[config.mk]
export PLATFORM = sky130hd
export DESIGN_NAME = pgc_back_flat
export DESIGN_NICKNAME = d
export VERILOG_FILES = /design/src/sv/pgc_pkg.sv /design/src/sv/pgc_if.sv /design/src/sv/pgc_back.sv /design/src/flat_wrapper.sv
export SDC_FILE = /design/constraint.sdc
export NUM_CORES = 1
export LEC_CHECK = 0
export BUFFER_PORTS_ARGS = -buffer_cell sky130_fd_sc_hd__buf_2
export CORE_UTILIZATION = 55
export CTS_CLUSTER_SIZE = 24
export DETAILED_ROUTE_END_ITERATION = 10
export GPL_ROUTABILITY_DRIVEN = 0
export PLACE_DENSITY_LB_ADDON = 0.3
export SKIP_LAST_GASP = 1
export SYNTH_ARGS = -nofsm -noshare
export SYNTH_HDL_FRONTEND = slang
export SYNTH_SLANG_ARGS = --single-unit
[constraint.sdc]
create_clock -name clk -period 9.96 [get_ports clk]
set_input_delay 2.988 -clock clk [delete_from_list [all_inputs] [get_ports clk]]
set_output_delay 2.988 -clock clk [all_outputs]
set_load 0.05 [all_outputs]
[src/sv/pgc_pkg.sv]
`default_nettype none

package pgc_pkg;

    // Field widths fixed by the item formats.
    localparam int COORD_W    = 5;
    localparam int COMP_W     = 16;
    localparam int VEC_W      = 3 * COMP_W;
    localparam int CURL_W     = 26;
    localparam int GRID_W     = 6;
    localparam int INV_W      = 16;
    localparam int CFG_DATA_W = 16;
    localparam int CFG_IDX_W  = 1;
    localparam int ACC_W      = COMP_W + 2;
    localparam int PROD_W     = ACC_W + INV_W + 1;
    localparam int FRAC_SHIFT = 8;

    // Depth of the command queue between front and back.
    localparam int QUEUE_DEPTH = 2;

    // Item kinds.
    localparam logic KIND_LOAD  = 1'b0;
    localparam logic KIND_QUERY = 1'b1;

    // Configuration register indexes.
    localparam logic [CFG_IDX_W-1:0] REG_GRID_SIZE   = 1'd0;
    localparam logic [CFG_IDX_W-1:0] REG_INV_SPACING = 1'd1;

    // Reset values of the configuration registers.
    localparam logic [GRID_W-1:0] GRID_SIZE_RESET   = 6'd32;
    localparam logic [INV_W-1:0]  INV_SPACING_RESET = 16'd256;

    // Neighbor read order of a query.
    localparam logic [2:0] RD_JP   = 3'd0;
    localparam logic [2:0] RD_JM   = 3'd1;
    localparam logic [2:0] RD_KP   = 3'd2;
    localparam logic [2:0] RD_KM   = 3'd3;
    localparam logic [2:0] RD_IP   = 3'd4;
    localparam logic [2:0] RD_IM   = 3'd5;
    localparam logic [2:0] RD_LAST = 3'd6;

    // Last multiply step (one per curl component).
    localparam logic [1:0] MUL_LAST = 2'd2;

    typedef enum logic [1:0] {
        OP_LOAD,
        OP_QUERY,
        OP_ERROR
    } op_t;

    typedef enum logic [1:0] {
        S_IDLE,
        S_READ,
        S_MUL,
        S_DONE
    } state_t;

    // Command handed from the front to the back.
    typedef struct packed {
        op_t                op;
        logic [COORD_W-1:0] ci;
        logic [COORD_W-1:0] cj;
        logic [COORD_W-1:0] ck;
        logic [COORD_W-1:0] ip;
        logic [COORD_W-1:0] im;
        logic [COORD_W-1:0] jp;
        logic [COORD_W-1:0] jm;
        logic [COORD_W-1:0] kp;
        logic [COORD_W-1:0] km;
        logic [VEC_W-1:0]   vec;
    } cmd_t;

endpackage

`default_nettype wire

[src/sv/pgc_if.sv]
`default_nettype none


// Result channel.
interface pgc_result_if;
    logic                                valid;
    logic                                ready;
    logic signed [pgc_pkg::CURL_W-1:0]   curl_x;
    logic signed [pgc_pkg::CURL_W-1:0]   curl_y;
    logic signed [pgc_pkg::CURL_W-1:0]   curl_z;
    logic                                coord_error;

    modport source (
        output valid, curl_x, curl_y, curl_z, coord_error,
        input  ready
    );
    modport sink (
        input  valid, curl_x, curl_y, curl_z, coord_error,
        output ready
    );
endinterface

`default_nettype wire

[src/sv/pgc_back.sv]
`default_nettype none

// Back end: writes loads, reads the six neighbors of a query one per cycle,
// forms the three difference sums, scales them with one shared multiplier
// and holds the result in an output register.
module pgc_back #(
    parameter int CW = 5,
    parameter int AW = 15
) (
    input  wire logic                         clk,
    input  wire logic                         rst_n,
    input  wire logic [pgc_pkg::INV_W-1:0]    inv_spacing,
    input  wire logic                         cmd_valid,
    input  pgc_pkg::cmd_t                     cmd,
    output logic                              cmd_pop,
    output logic                              ram_we,
    output logic [AW-1:0]                     ram_addr,
    output logic [pgc_pkg::VEC_W-1:0]         ram_wdata,
    input  wire logic [pgc_pkg::VEC_W-1:0]    ram_rdata,
    pgc_result_if.source                      result
);

    localparam int AC = pgc_pkg::ACC_W;
    localparam int CU = pgc_pkg::CURL_W;
    localparam int FS = pgc_pkg::FRAC_SHIFT;

    pgc_pkg::state_t            state_reg, state_next;
    logic [2:0]                 step_reg, step_next;
    logic [1:0]                 mstep_reg, mstep_next;
    pgc_pkg::cmd_t              cmd_reg;
    logic signed [AC-1:0]       acc_x_reg, acc_x_next;
    logic signed [AC-1:0]       acc_y_reg, acc_y_next;
    logic signed [AC-1:0]       acc_z_reg, acc_z_next;
    logic signed [CU-1:0]       cx_reg, cy_reg, cz_reg;
    logic                       out_valid_reg;
    logic signed [CU-1:0]       out_x_reg, out_y_reg, out_z_reg;
    logic                       out_err_reg;

    logic                       out_free;
    logic                       start_query;
    logic                       emit_error;
    logic                       emit_curl;
    logic [2:0]                 prev_step;
    logic signed [AC-1:0]       vx, vy, vz;
    logic signed [AC-1:0]       mul_a;
    logic signed [pgc_pkg::PROD_W-1:0] prod;
    logic signed [CU-1:0]       scaled;
    logic [pgc_pkg::COORD_W-1:0] ri, rj, rk;

    assign out_free = !out_valid_reg || result.ready;

    // Next state.
    always_comb
    begin
        state_next = state_reg;
        case (state_reg)
            pgc_pkg::S_IDLE:
            begin
                if (cmd_valid && (cmd.op == pgc_pkg::OP_QUERY))
                begin
                    state_next = pgc_pkg::S_READ;
                end
            end
            pgc_pkg::S_READ:
            begin
                if (step_reg == pgc_pkg::RD_LAST)
                begin
                    state_next = pgc_pkg::S_MUL;
                end
            end
            pgc_pkg::S_MUL:
            begin
                if (mstep_reg == pgc_pkg::MUL_LAST)
                begin
                    state_next = pgc_pkg::S_DONE;
                end
            end
            pgc_pkg::S_DONE:
            begin
                if (out_free)
                begin
                    state_next = pgc_pkg::S_IDLE;
                end
            end
            default:
            begin
                state_next = pgc_pkg::S_IDLE;
            end
        endcase
    end

    // Control outputs: queue pop, memory write and result loads.
    always_comb
    begin
        cmd_pop     = 1'b0;
        ram_we      = 1'b0;
        start_query = 1'b0;
        emit_error  = 1'b0;
        emit_curl   = 1'b0;
        case (state_reg)
            pgc_pkg::S_IDLE:
            begin
                if (cmd_valid)
                begin
                    case (cmd.op)
                        pgc_pkg::OP_LOAD:
                        begin
                            cmd_pop = 1'b1;
                            ram_we  = 1'b1;
                        end
                        pgc_pkg::OP_QUERY:
                        begin
                            cmd_pop     = 1'b1;
                            start_query = 1'b1;
                        end
                        pgc_pkg::OP_ERROR:
                        begin
                            cmd_pop    = out_free;
                            emit_error = out_free;
                        end
                        default:
                        begin
                            cmd_pop = 1'b1;
                        end
                    endcase
                end
            end
            pgc_pkg::S_DONE:
            begin
                emit_curl = out_free;
            end
            default:
            begin
                cmd_pop = 1'b0;
            end
        endcase
    end

    // Memory address: the load point, or the neighbor of the current read.
    always_comb
    begin
        ri = cmd_reg.ci;
        rj = cmd_reg.cj;
        rk = cmd_reg.ck;
        case (step_reg)
            pgc_pkg::RD_JP: rj = cmd_reg.jp;
            pgc_pkg::RD_JM: rj = cmd_reg.jm;
            pgc_pkg::RD_KP: rk = cmd_reg.kp;
            pgc_pkg::RD_KM: rk = cmd_reg.km;
            pgc_pkg::RD_IP: ri = cmd_reg.ip;
            pgc_pkg::RD_IM: ri = cmd_reg.im;
            default:        ri = cmd_reg.ci;
        endcase
        if (state_reg == pgc_pkg::S_IDLE)
        begin
            ram_addr = {cmd.ci[CW-1:0], cmd.cj[CW-1:0], cmd.ck[CW-1:0]};
        end
        else
        begin
            ram_addr = {ri[CW-1:0], rj[CW-1:0], rk[CW-1:0]};
        end
        ram_wdata = cmd.vec;
    end

    // Difference sums: each read brings one neighbor, used by two components.
    always_comb
    begin
        vx = AC'($signed(ram_rdata[3*pgc_pkg::COMP_W-1:2*pgc_pkg::COMP_W]));
        vy = AC'($signed(ram_rdata[2*pgc_pkg::COMP_W-1:pgc_pkg::COMP_W]));
        vz = AC'($signed(ram_rdata[pgc_pkg::COMP_W-1:0]));
        prev_step  = step_reg - 3'd1;
        acc_x_next = acc_x_reg;
        acc_y_next = acc_y_reg;
        acc_z_next = acc_z_reg;
        step_next  = step_reg;
        if (start_query)
        begin
            acc_x_next = '0;
            acc_y_next = '0;
            acc_z_next = '0;
            step_next  = '0;
        end
        else if (state_reg == pgc_pkg::S_READ)
        begin
            step_next = step_reg + 3'd1;
            if (step_reg != '0)
            begin
                case (prev_step)
                    pgc_pkg::RD_JP:
                    begin
                        acc_x_next = acc_x_reg + vz;
                        acc_z_next = acc_z_reg - vx;
                    end
                    pgc_pkg::RD_JM:
                    begin
                        acc_x_next = acc_x_reg - vz;
                        acc_z_next = acc_z_reg + vx;
                    end
                    pgc_pkg::RD_KP:
                    begin
                        acc_x_next = acc_x_reg - vy;
                        acc_y_next = acc_y_reg + vx;
                    end
                    pgc_pkg::RD_KM:
                    begin
                        acc_x_next = acc_x_reg + vy;
                        acc_y_next = acc_y_reg - vx;
                    end
                    pgc_pkg::RD_IP:
                    begin
                        acc_y_next = acc_y_reg - vz;
                        acc_z_next = acc_z_reg + vy;
                    end
                    pgc_pkg::RD_IM:
                    begin
                        acc_y_next = acc_y_reg + vz;
                        acc_z_next = acc_z_reg - vy;
                    end
                    default:
                    begin
                        acc_x_next = acc_x_reg;
                    end
                endcase
            end
        end
    end

    // Shared scaling multiplier; the arithmetic shift rounds toward minus infinity.
    always_comb
    begin
        case (mstep_reg)
            2'd0:    mul_a = acc_x_reg;
            2'd1:    mul_a = acc_y_reg;
            default: mul_a = acc_z_reg;
        endcase
        prod       = mul_a * $signed({1'b0, inv_spacing});
        scaled     = prod[FS+CU-1:FS];
        mstep_next = (state_reg == pgc_pkg::S_MUL) ? mstep_reg + 2'd1 : '0;
    end

    always_ff @(posedge clk or negedge rst_n)
    begin
        if (!rst_n)
        begin
            state_reg     <= pgc_pkg::S_IDLE;
            step_reg      <= '0;
            mstep_reg     <= '0;
            out_valid_reg <= 1'b0;
        end
        else
        begin
            state_reg <= state_next;
            step_reg  <= step_next;
            mstep_reg <= mstep_next;
            if (emit_error || emit_curl)
            begin
                out_valid_reg <= 1'b1;
            end
            else if (result.ready)
            begin
                out_valid_reg <= 1'b0;
            end
        end
    end

    // Datapath registers.
    always_ff @(posedge clk)
    begin
        acc_x_reg <= acc_x_next;
        acc_y_reg <= acc_y_next;
        acc_z_reg <= acc_z_next;
        if (start_query)
        begin
            cmd_reg <= cmd;
        end
        if (state_reg == pgc_pkg::S_MUL)
        begin
            case (mstep_reg)
                2'd0:    cx_reg <= scaled;
                2'd1:    cy_reg <= scaled;
                default: cz_reg <= scaled;
            endcase
        end
        if (emit_error)
        begin
            out_x_reg   <= '0;
            out_y_reg   <= '0;
            out_z_reg   <= '0;
            out_err_reg <= 1'b1;
        end
        else if (emit_curl)
        begin
            out_x_reg   <= cx_reg;
            out_y_reg   <= cy_reg;
            out_z_reg   <= cz_reg;
            out_err_reg <= 1'b0;
        end
    end

    assign result.valid       = out_valid_reg;
    assign result.curl_x      = out_x_reg;
    assign result.curl_y      = out_y_reg;
    assign result.curl_z      = out_z_reg;
    assign result.coord_error = out_err_reg;

endmodule

`default_nettype wire

[src/flat_wrapper.sv]
// flat-port wrapper written by rule: the top's interface ports become plain ports
module pgc_back_flat 
#(
    parameter int CW = 5,
    parameter int AW = 15
)
  (clk, rst_n, inv_spacing, cmd_valid, cmd, cmd_pop, ram_we, ram_addr, ram_wdata, ram_rdata, result_valid, result_curl_x, result_curl_y, result_curl_z, result_coord_error, result_ready);
  pgc_result_if result_i ();
  input  wire logic clk;
  input  wire logic rst_n;
  input  wire logic [pgc_pkg::INV_W-1:0] inv_spacing;
  input  wire logic cmd_valid;
  input  pgc_pkg::cmd_t cmd;
  output logic cmd_pop;
  output logic ram_we;
  output logic [AW-1:0] ram_addr;
  output logic [pgc_pkg::VEC_W-1:0] ram_wdata;
  input  wire logic [pgc_pkg::VEC_W-1:0] ram_rdata;
  output wire logic [$bits(result_i.valid)-1:0] result_valid;
  output wire logic [$bits(result_i.curl_x)-1:0] result_curl_x;
  output wire logic [$bits(result_i.curl_y)-1:0] result_curl_y;
  output wire logic [$bits(result_i.curl_z)-1:0] result_curl_z;
  output wire logic [$bits(result_i.coord_error)-1:0] result_coord_error;
  input wire logic [$bits(result_i.ready)-1:0] result_ready;
  assign result_valid = result_i.valid;
  assign result_curl_x = result_i.curl_x;
  assign result_curl_y = result_i.curl_y;
  assign result_curl_z = result_i.curl_z;
  assign result_coord_error = result_i.coord_error;
  assign result_i.ready = result_ready;
  pgc_back #(.CW(CW), .AW(AW)) u_core (.clk(clk), .rst_n(rst_n), .inv_spacing(inv_spacing), .cmd_valid(cmd_valid), .cmd(cmd), .cmd_pop(cmd_pop), .ram_we(ram_we), .ram_addr(ram_addr), .ram_wdata(ram_wdata), .ram_rdata(ram_rdata), .result(result_i));
endmodule
; ---- Word-level counts from Yosys, hierarchy flattened
; Index checks and enable logic that the tools add are counted.
; Widths: inputs -> output; s select.
[op_classes]
n_eq_ne = 22
n_addsub = 15
reduce_logical = 23
multipliers = 1
n_mux = 31
bitwise = 1
[op_table]
columns = cell, count
row1 = $pmux 18 s4, 3
row2 = $add 18x16->18, 6
row3 = $sub 18x16->18, 6
row4 = $pmux 18 s2, 1
row5 = $mul 18x17->34, 1
row6 = $pmux 5 s2, 3
row7 = $eq 3x3->1 const B, 5
row8 = $mux 1, 15
row9 = $mux 15, 1
row10 = $eq 3x2->1 const B, 4
row11 = $reduce_bool 4->1, 3
row12 = $mux 2, 5
row13 = $reduce_and 3->1, 3
row14 = $eq 2x2->1 const B, 4
row15 = $ne 2x1->1 const B, 4
row16 = $pmux 2 s4, 1
row17 = $eq 2x1->1 const B, 3
row18 = $eq 3x1->1 const B, 2
row19 = $logic_not 2->1, 3
row20 = $logic_not 3->1, 2
row21 = $mux 3, 2
row22 = $reduce_and 2->1, 3
row23 = $reduce_and 4->1, 1
row24 = $reduce_bool 2->1, 2
row25 = other kinds (9), 10
[totals]
reg_bits = 264
out_inout_bits = 145
wordCells = 116
in_bits = 163

; ---- Longest topological paths before layout
; Gate-level depths: netlist of run 1.
[logic_depth]
depth_word = 7
ltp_mapped = 29
mapped_depth_nobuf = 28

; ---- Least setup slack after synthesis of run 1
; No wires, ideal clock.
[synth_path]
path_kind = input to register
startpoint = input inv_spacing[2] in the netlist's numbering
endpoint = register u_core.cx_reg[24] (data pin)
path_stages = 20
t_required_ps = 9693
setup_ps = 267
t_arrival_ps = 8583
path_slack_ps = 1110
n_path_buf = 1
cell_sequence = clkbuf_1 nand2_1 fa_1 fa_1 inv_1 fa_1 fa_1 fa_1 inv_1 fa_1 inv_1 ha_1 a2111o_1 nor2_1 o21a_1 o31a_1 a211oi_1 or3_1 a21oi_1 xnor2_1
[synth_between]
elab_chain_cells = 1
[synth_rtl]
columns = element, line_no
row1 = start: declaration, flat_wrapper.sv:11  ; input wire logic [pgc_pkg::INV_W-1:0] inv_spacing;
row2 = $mul 18x17->34, pgc_back.sv:236  ; prod = mul_a * $signed({1'b0, inv_spacing});
row3 = net u_core.prod (one bit), pgc_back.sv:46  ; logic signed [pgc_pkg::PROD_W-1:0] prod;
row4 = end signal: assignment, pgc_back.sv:279  ; 2'd0: cx_reg <= scaled;
row5 = end: declaration, pgc_back.sv:34  ; logic signed [CU-1:0] cx_reg, cy_reg, cz_reg;
; The timed path passes the listed nets, and every way through them passes these cells.
; A chain may end at the register's enable or synchronous reset.

; ---- Final worst setup path of run 1
[layout_path]
startpoint = input inv_spacing[6] in the netlist's numbering
endpoint = register u_core.cx_reg[24] (data pin)
; Same word-level chain as after synthesis.

==> summary.md, run 1 <==
| Metric | Value |
|---|---|
| # rows | 78 |
| Least-Margin Pin Slew | 1.07 ns |
| CP top delay family | adder cells |
| Largest register FFs | 45 |
| Setup bufs post-CTS | 0 |
| Starting density of the core | 0.558 |
| IO buf count | 211 |
| Slew Limit Headroom | 0.284 |
| Drc violations | 0 |
| Clock slew at reported path FFs | 0.06 ns |
| Crit-path cells | buf_2 > and2_1 > inv_1 > fa_1 > fa_1 > inv_1 > fa_1 > fa_1 > fa_1 > inv_1 > fa_1 > inv_1 > ha_1 > nand3_1 > nor3_1 > o311ai_0 > a31o_2 > a211oi_1 > or3_1 > a21oi_1 > xnor2_1 |
| Top area cells in the synthesized netlist | fa_1 23%, edfxtp_1 15%, dfxtp_1 10% |
| Core Box Area | 45500 um^2 |
| Max-cap violations | 0 |
| Tmin final | 8.68 ns |
| Most common cell in the netlist | nand2_1 |
| Max clock buf depth | 3 |
| Clock root cell | clkbuf_16 |
| Share of cells above drive strength 1 | 0.100 |
| Vias in the first global route | 21300 |
| CTS buffer count | 28 |
| Routed len/inst | 18.5 um |
| Cts repair resizes | 0 |
| Worst Path Required | 10.27 ns |
| Asr flop ratio synth | 0.0303 |
| Vias/cell | 5.86 |
| Hpwl dp | 51.8 mm |
| Area leader, netlist | fa_1 |
| Final setup vio count | 0 |
| DRT Pass-1 Iters | 6 |
| Setup Total Neg Slack | 0 ns |
| Total number of vias | 21200 |
| DIE HEIGHT | 217 um |
| #FFs+latches synth | 264 |
| Critical Path Max Stage Delay | 0.55 ns |
| Final nets | 3597 |
| RSZ-0062 raised after global routing | false |
| CP Capture Type | flop |
| Routed Antenna Nets | 0 |
| Grt total ovfl | 0 |
| CTS H-Tree Depth | 1 |
| Register area share after synthesis | 0.258 |
| I/O pins | 308 |
| Ys flop type | dfxtp_1 |
| Clock tree sinks | 264 |
| Critical Setup Path Class | in2reg |
| CTS Hold Buffers Added | 0 |
| Initial DRC count | 1940 |
| Syn avg cell area | 8.71 um^2 |
| DIE AREA | 47000 um^2 |
| Final hold violations | 0 |
| Syn Std Cell Area | 25400 um^2 |
| Synth Net Count | 3519 |
| Largest fanout on the critical path | 18 |
| Most used cell, CP | fa_1 |
| First-pass GRT wire length | 108 mm |
| Critical path buffer and inverter count | 5 |
| Max Fclk | 0.115 GHz |
| Largest net degree at the start of global routing | 80 |
| Clock tree from TritonCTS | yes |
| Initial antenna violation count | 8 |
| Run status | complete, no violations |
| Synth top area share | 0.228 |
| Synth Instances | 2915 |
| Post-Route WL | 66.9 mm |
| CP startpoint kind | input port |
| Arr. time, crit path | 8.99 ns |
| Tot GR Track Use | 0.286 |
| Slowest-stage cell, CP | fa_1 |
| Area delta synth->final | 8.47% |
| Pins over their slew limit | 0 |
| Hold Crit Class | reg2reg |
| Fin crit share | 0.872 |
| Clk_skew | 0.0118 ns |
| YS warnings | 0 |
| Unique masters post-synth | 79 |
| Clock Latency Late Sink | 0.58 ns |
| Post-synth top cells | 512 x nand2_1, 395 x inv_1, 289 x fa_1 |
| EDFF count, synth | 123 |
| Die Wd | 217 um |
path summary, 6_finish.rpt:
path / startpoint / slack [ns] / to / cells after the start
worst max register to register: u_core.mstep_reg[0]$_DFF_PN0_ / 1.72 / u_core.cx_reg[24]$_DFFE_PP_ / 25
worst min-delay path: u_core.result.coord_error$_SDFFE_PP1P_ / 0.45 / u_core.result.coord_error$_SDFFE_PP1P_ / 1
worst max-delay path: inv_spacing[6] / 1.28 / u_core.cx_reg[24]$_DFFE_PP_ / 21
worst min register to register: u_core.result.coord_error$_SDFFE_PP1P_ / 0.45 / u_core.result.coord_error$_SDFFE_PP1P_ / 1
max in group asynchronous: rst_n / 7.53 / u_core.state_reg[0]$_DFFE_PN0P_ / 1
min in group asynchronous: rst_n / 2.25 / u_core.step_reg[1]$_DFFE_PN0P_ / 1
worst reg2reg max path, cell delays in order, from the launching register on:
cell and delay (ns):
dfrtp_1 0.39, inv_1 0.08, ha_1 0.78, nor2_1 0.11, buf_4 0.24, nand2_1 0.09, nand2_1 0.40, nand2_1 0.37
fa_1 0.51, fa_1 0.59, inv_1 0.29, fa_1 0.50, fa_1 0.52, fa_1 0.50, inv_1 0.05, fa_1 0.47
inv_1 0.04, ha_1 0.37, nand3_1 0.15, nor3_1 0.27, o311ai_0 0.17, a31o_2 0.29, a211oi_1 0.35, or3_1 0.20
a21oi_1 0.08, xnor2_1 0.16
layout by cell type (no fill, tap or decap), types with 26 or more instances in the layout:
| cell type | instances |
|---|---|
| nand2_1 | 512 |
| inv_1 | 394 |
| fa_1 | 289 |
| a21oi_1 | 216 |
| buf_2 | 211 |
| ha_1 | 152 |
| nor2_1 | 141 |
| o21ai_0 | 133 |
| dfxtp_1 | 133 |
| edfxtp_1 | 123 |
| and2_1 | 117 |
| xnor2_1 | 59 |
| nor3_1 | 46 |
| a22oi_1 | 44 |
| a21o_1 | 29 |
| clkbuf_16 | 28 |
| a211oi_1 | 26 |
cells by family after synthesis:
family	after synthesis	share of synthesized area
compound gates	593	0.144
xor+xnor	76	0.0265
fa+ha+maj	441	0.303
buf+inv	584	0.0936
flops	264	0.258
mux	17	0.00675
simple gates	940	0.168
area by class of cell:
type	count	area [um^2]
inverter	397	1490
fill	3930	17900
clock buffer	38	768
sequential	264	6560
tap	600	751
clock inverter	14	250
antenna	5	12.5
multi-input combinational	2067	16500
timing repair buffer	235	1240
metal layers:
layer	share of wire	vias up	GRT usage
li1	-	9691	-
met1	0.39	10300	0.350
met2	0.48	979	0.495
met3	0.085	191	0.0576
met4	0.041	8	0.111
met5	0.00076	-	0
stage by stage:
step	cells	utilization	hold WS, ns	cell area [um^2]	setup slack, ns
floorplan	2915	-	0.431	25400	1.11
global placement	3563	0.583	0.428	26500	0.806
detailed placement	3563	0.583	0.434	26500	0.707
CTS	3615	0.606	0.448	27500	1.29
global route	3616	0.606	0.456	27500	0.903
finish	3620	0.606	0.446	27600	1.28
Power of run 1 is not shown: default switching activity piles up to over one toggle a cycle in this logic, so the estimate is an artifact.
==> run 2, diff against run 1 <==
--- a/config.mk
+++ b/config.mk
@@ -10,6 +10,7 @@
 export CTS_CLUSTER_SIZE = 24
 export DETAILED_ROUTE_END_ITERATION = 10
 export GPL_ROUTABILITY_DRIVEN = 0
+export MAX_ROUTING_LAYER = met4
 export PLACE_DENSITY_LB_ADDON = 0.3
 export SKIP_LAST_GASP = 1
 export SYNTH_ARGS = -nofsm -noshare
==> run 2 against run 1 <==
Largest cell class unchanged. Via count about the same. Non-clock buffer count is the same. Final cell count about the same. Critical path type unchanged.
==> summary.md, run 2 (synthesis gave the netlist of run 1 again) <==
| Metric | Value |
|---|---|
| Reg2reg setup slack | 1.72 ns |
| Area delta synth->final | 8.49% |
| Largest net degree at the start of global routing | 80 |
| Critical Setup Path Class | in2reg |
| First-pass GRT wire length | 108 mm |
| Hold Crit Class | reg2reg |
| Least-Margin Pin Slew | 1.05 ns |
| Initial antenna violation count | 7 |
| CP startpoint kind | input port |
| Clock tree sinks | 264 |
| Initial DRC count | 2082 |
| Max Fclk | 0.115 GHz |
| CTS buffer count | 28 |
| Tot GR Track Use | 0.295 |
| CP top delay family | adder cells |
| Starting density of the core | 0.558 |
| Crit-path cells | buf_2 > and2_1 > inv_1 > fa_1 > fa_1 > inv_1 > fa_1 > fa_1 > fa_1 > inv_1 > fa_1 > inv_1 > ha_1 > nand3_1 > nor3_1 > o311ai_0 > a31o_2 > a21oi_1 > a21o_1 > a211oi_1 > nor3_1 |
| Slew Limit Headroom | 0.298 |
| Total number of vias | 21200 |
| Fin crit share | 0.875 |
| I/O pins | 308 |
| Fillers | 3929 |
| Clock slew at reported path FFs | 0.06 ns |
| RSZ-0062 raised after global routing | false |
| DIE HEIGHT | 217 um |
| Grt total ovfl | 0 |
| Run status | complete, no violations |
| CTS H-Tree Depth | 1 |
| Final nets | 3597 |
| Most frequent cells in the layout | 512 x nand2_1, 394 x inv_1, 289 x fa_1 |
| Final hold violations | 0 |
| Largest fanout on the critical path | 18 |
| IO buf count | 211 |
| Most common cell after layout, fill and taps aside | nand2_1 |
| Vias/cell | 5.85 |
| Vias in the first global route | 21300 |
| Max clock buf depth | 3 |
| Post-Route WL | 66.8 mm |
| Hpwl dp | 51.8 mm |
| Tmin final | 8.71 ns |
| Clock tree from TritonCTS | yes |
| Clock Latency Late Sink | 0.58 ns |
| Most used cell, CP | fa_1 |
| Pins over their slew limit | 0 |
| Critical path buffer and inverter count | 5 |
| Clk_skew | 0.0170 ns |
| CTS Hold Buffers Added | 0 |
| Clock root cell | clkbuf_16 |
| # rows | 78 |
| Routed Antenna Nets | 0 |
| Slowest-stage cell, CP | fa_1 |
| Critical Path Max Stage Delay | 0.56 ns |
| Routed len/inst | 18.5 um |
| Cts repair resizes | 0 |
| Share of cells above drive strength 1 | 0.100 |
| Largest register FFs | 45 |
| Setup bufs post-CTS | 0 |
| Drc violations | 0 |
| Arr. time, crit path | 9.04 ns |
| Max-cap violations | 0 |
| Final setup vio count | 0 |
| DIE AREA | 47000 um^2 |
| CP Capture Type | flop |
| Die Wd | 217 um |
| DRT Pass-1 Iters | 7 |
| Worst Path Required | 10.29 ns |
| Setup Total Neg Slack | 0 ns |
| Core Box Area | 45500 um^2 |
run 2: changes by cell type in the layout (fill, tap and decap cells not counted):
cell	delta
diode_2	+2
run 2: routing by layer:
metal | vias to the layer above | wire length [um] | global-route usage
li1 | 9701 | - | -
met1 | 10300 | 26200 | 0.354
met2 | 963 | 32400 | 0.495
met3 | 194 | 5440 | 0.0538
met4 | 0 | 2750 | 0.109
met5 | - | 0 | -
run 2: worst paths after layout:
kind	cells after the start	startpoint	endpoint
worst min register to register	1	u_core.result.coord_error$_SDFFE_PP1P_	u_core.result.coord_error$_SDFFE_PP1P_
worst min-delay path	1	u_core.result.coord_error$_SDFFE_PP1P_	u_core.result.coord_error$_SDFFE_PP1P_
worst max-delay path	21	inv_spacing[6]	u_core.cy_reg[22]$_DFFE_PP_
min in group asynchronous	1	rst_n	u_core.step_reg[1]$_DFFE_PN0P_
worst max register to register	23	u_core.mstep_reg[0]$_DFF_PN0_	u_core.cy_reg[22]$_DFFE_PP_
max in group asynchronous	1	rst_n	u_core.mstep_reg[0]$_DFF_PN0_
run 2: final cells by class:
type                       count  area [um^2]  area share
timing repair buffer         235         1240      0.0449
clock inverter                14          250     0.00908
tap                          600          751      0.0272
multi-input combinational   2067        16500       0.598
inverter                     397         1490      0.0541
sequential                   264         6560       0.238
clock buffer                  38          768      0.0279
antenna                        7         17.5    0.000636
run 2: metrics by stage:
stage | util | std cells | cell area, um^2 | worst slack (ns) | hold WS, ns
3_3_place_gp | 0.583 | 3563 | 26500 | 0.806 | 0.428
4_1_cts | 0.606 | 3615 | 27500 | 1.29 | 0.448
2_1_floorplan | - | 2915 | 25400 | 1.11 | 0.431
5_1_grt | 0.606 | 3622 | 27600 | 0.903 | 0.456
3_5_place_dp | 0.583 | 3563 | 26500 | 0.707 | 0.434
6_report | 0.606 | 3622 | 27600 | 1.25 | 0.447
run 2: worst register-to-register path, cell delays in order, from the launching register on:
cell      delay (ns)
dfrtp_1         0.40
inv_1           0.08
ha_1            0.75
a22oi_1         0.25
nand2_1         0.58
nand2_1         0.28
fa_1            0.61
fa_1            0.59
inv_1           0.29
fa_1            0.50
fa_1            0.52
fa_1            0.50
inv_1           0.05
fa_1            0.47
inv_1           0.04
ha_1            0.38
nand3_1         0.15
nor3_1          0.27
o311ai_0        0.17
a31o_2          0.29
a21oi_1         0.23
a21o_1          0.19
a211oi_1        0.07
nor3_1          0.33
Power of run 2 is left out for the same reason.
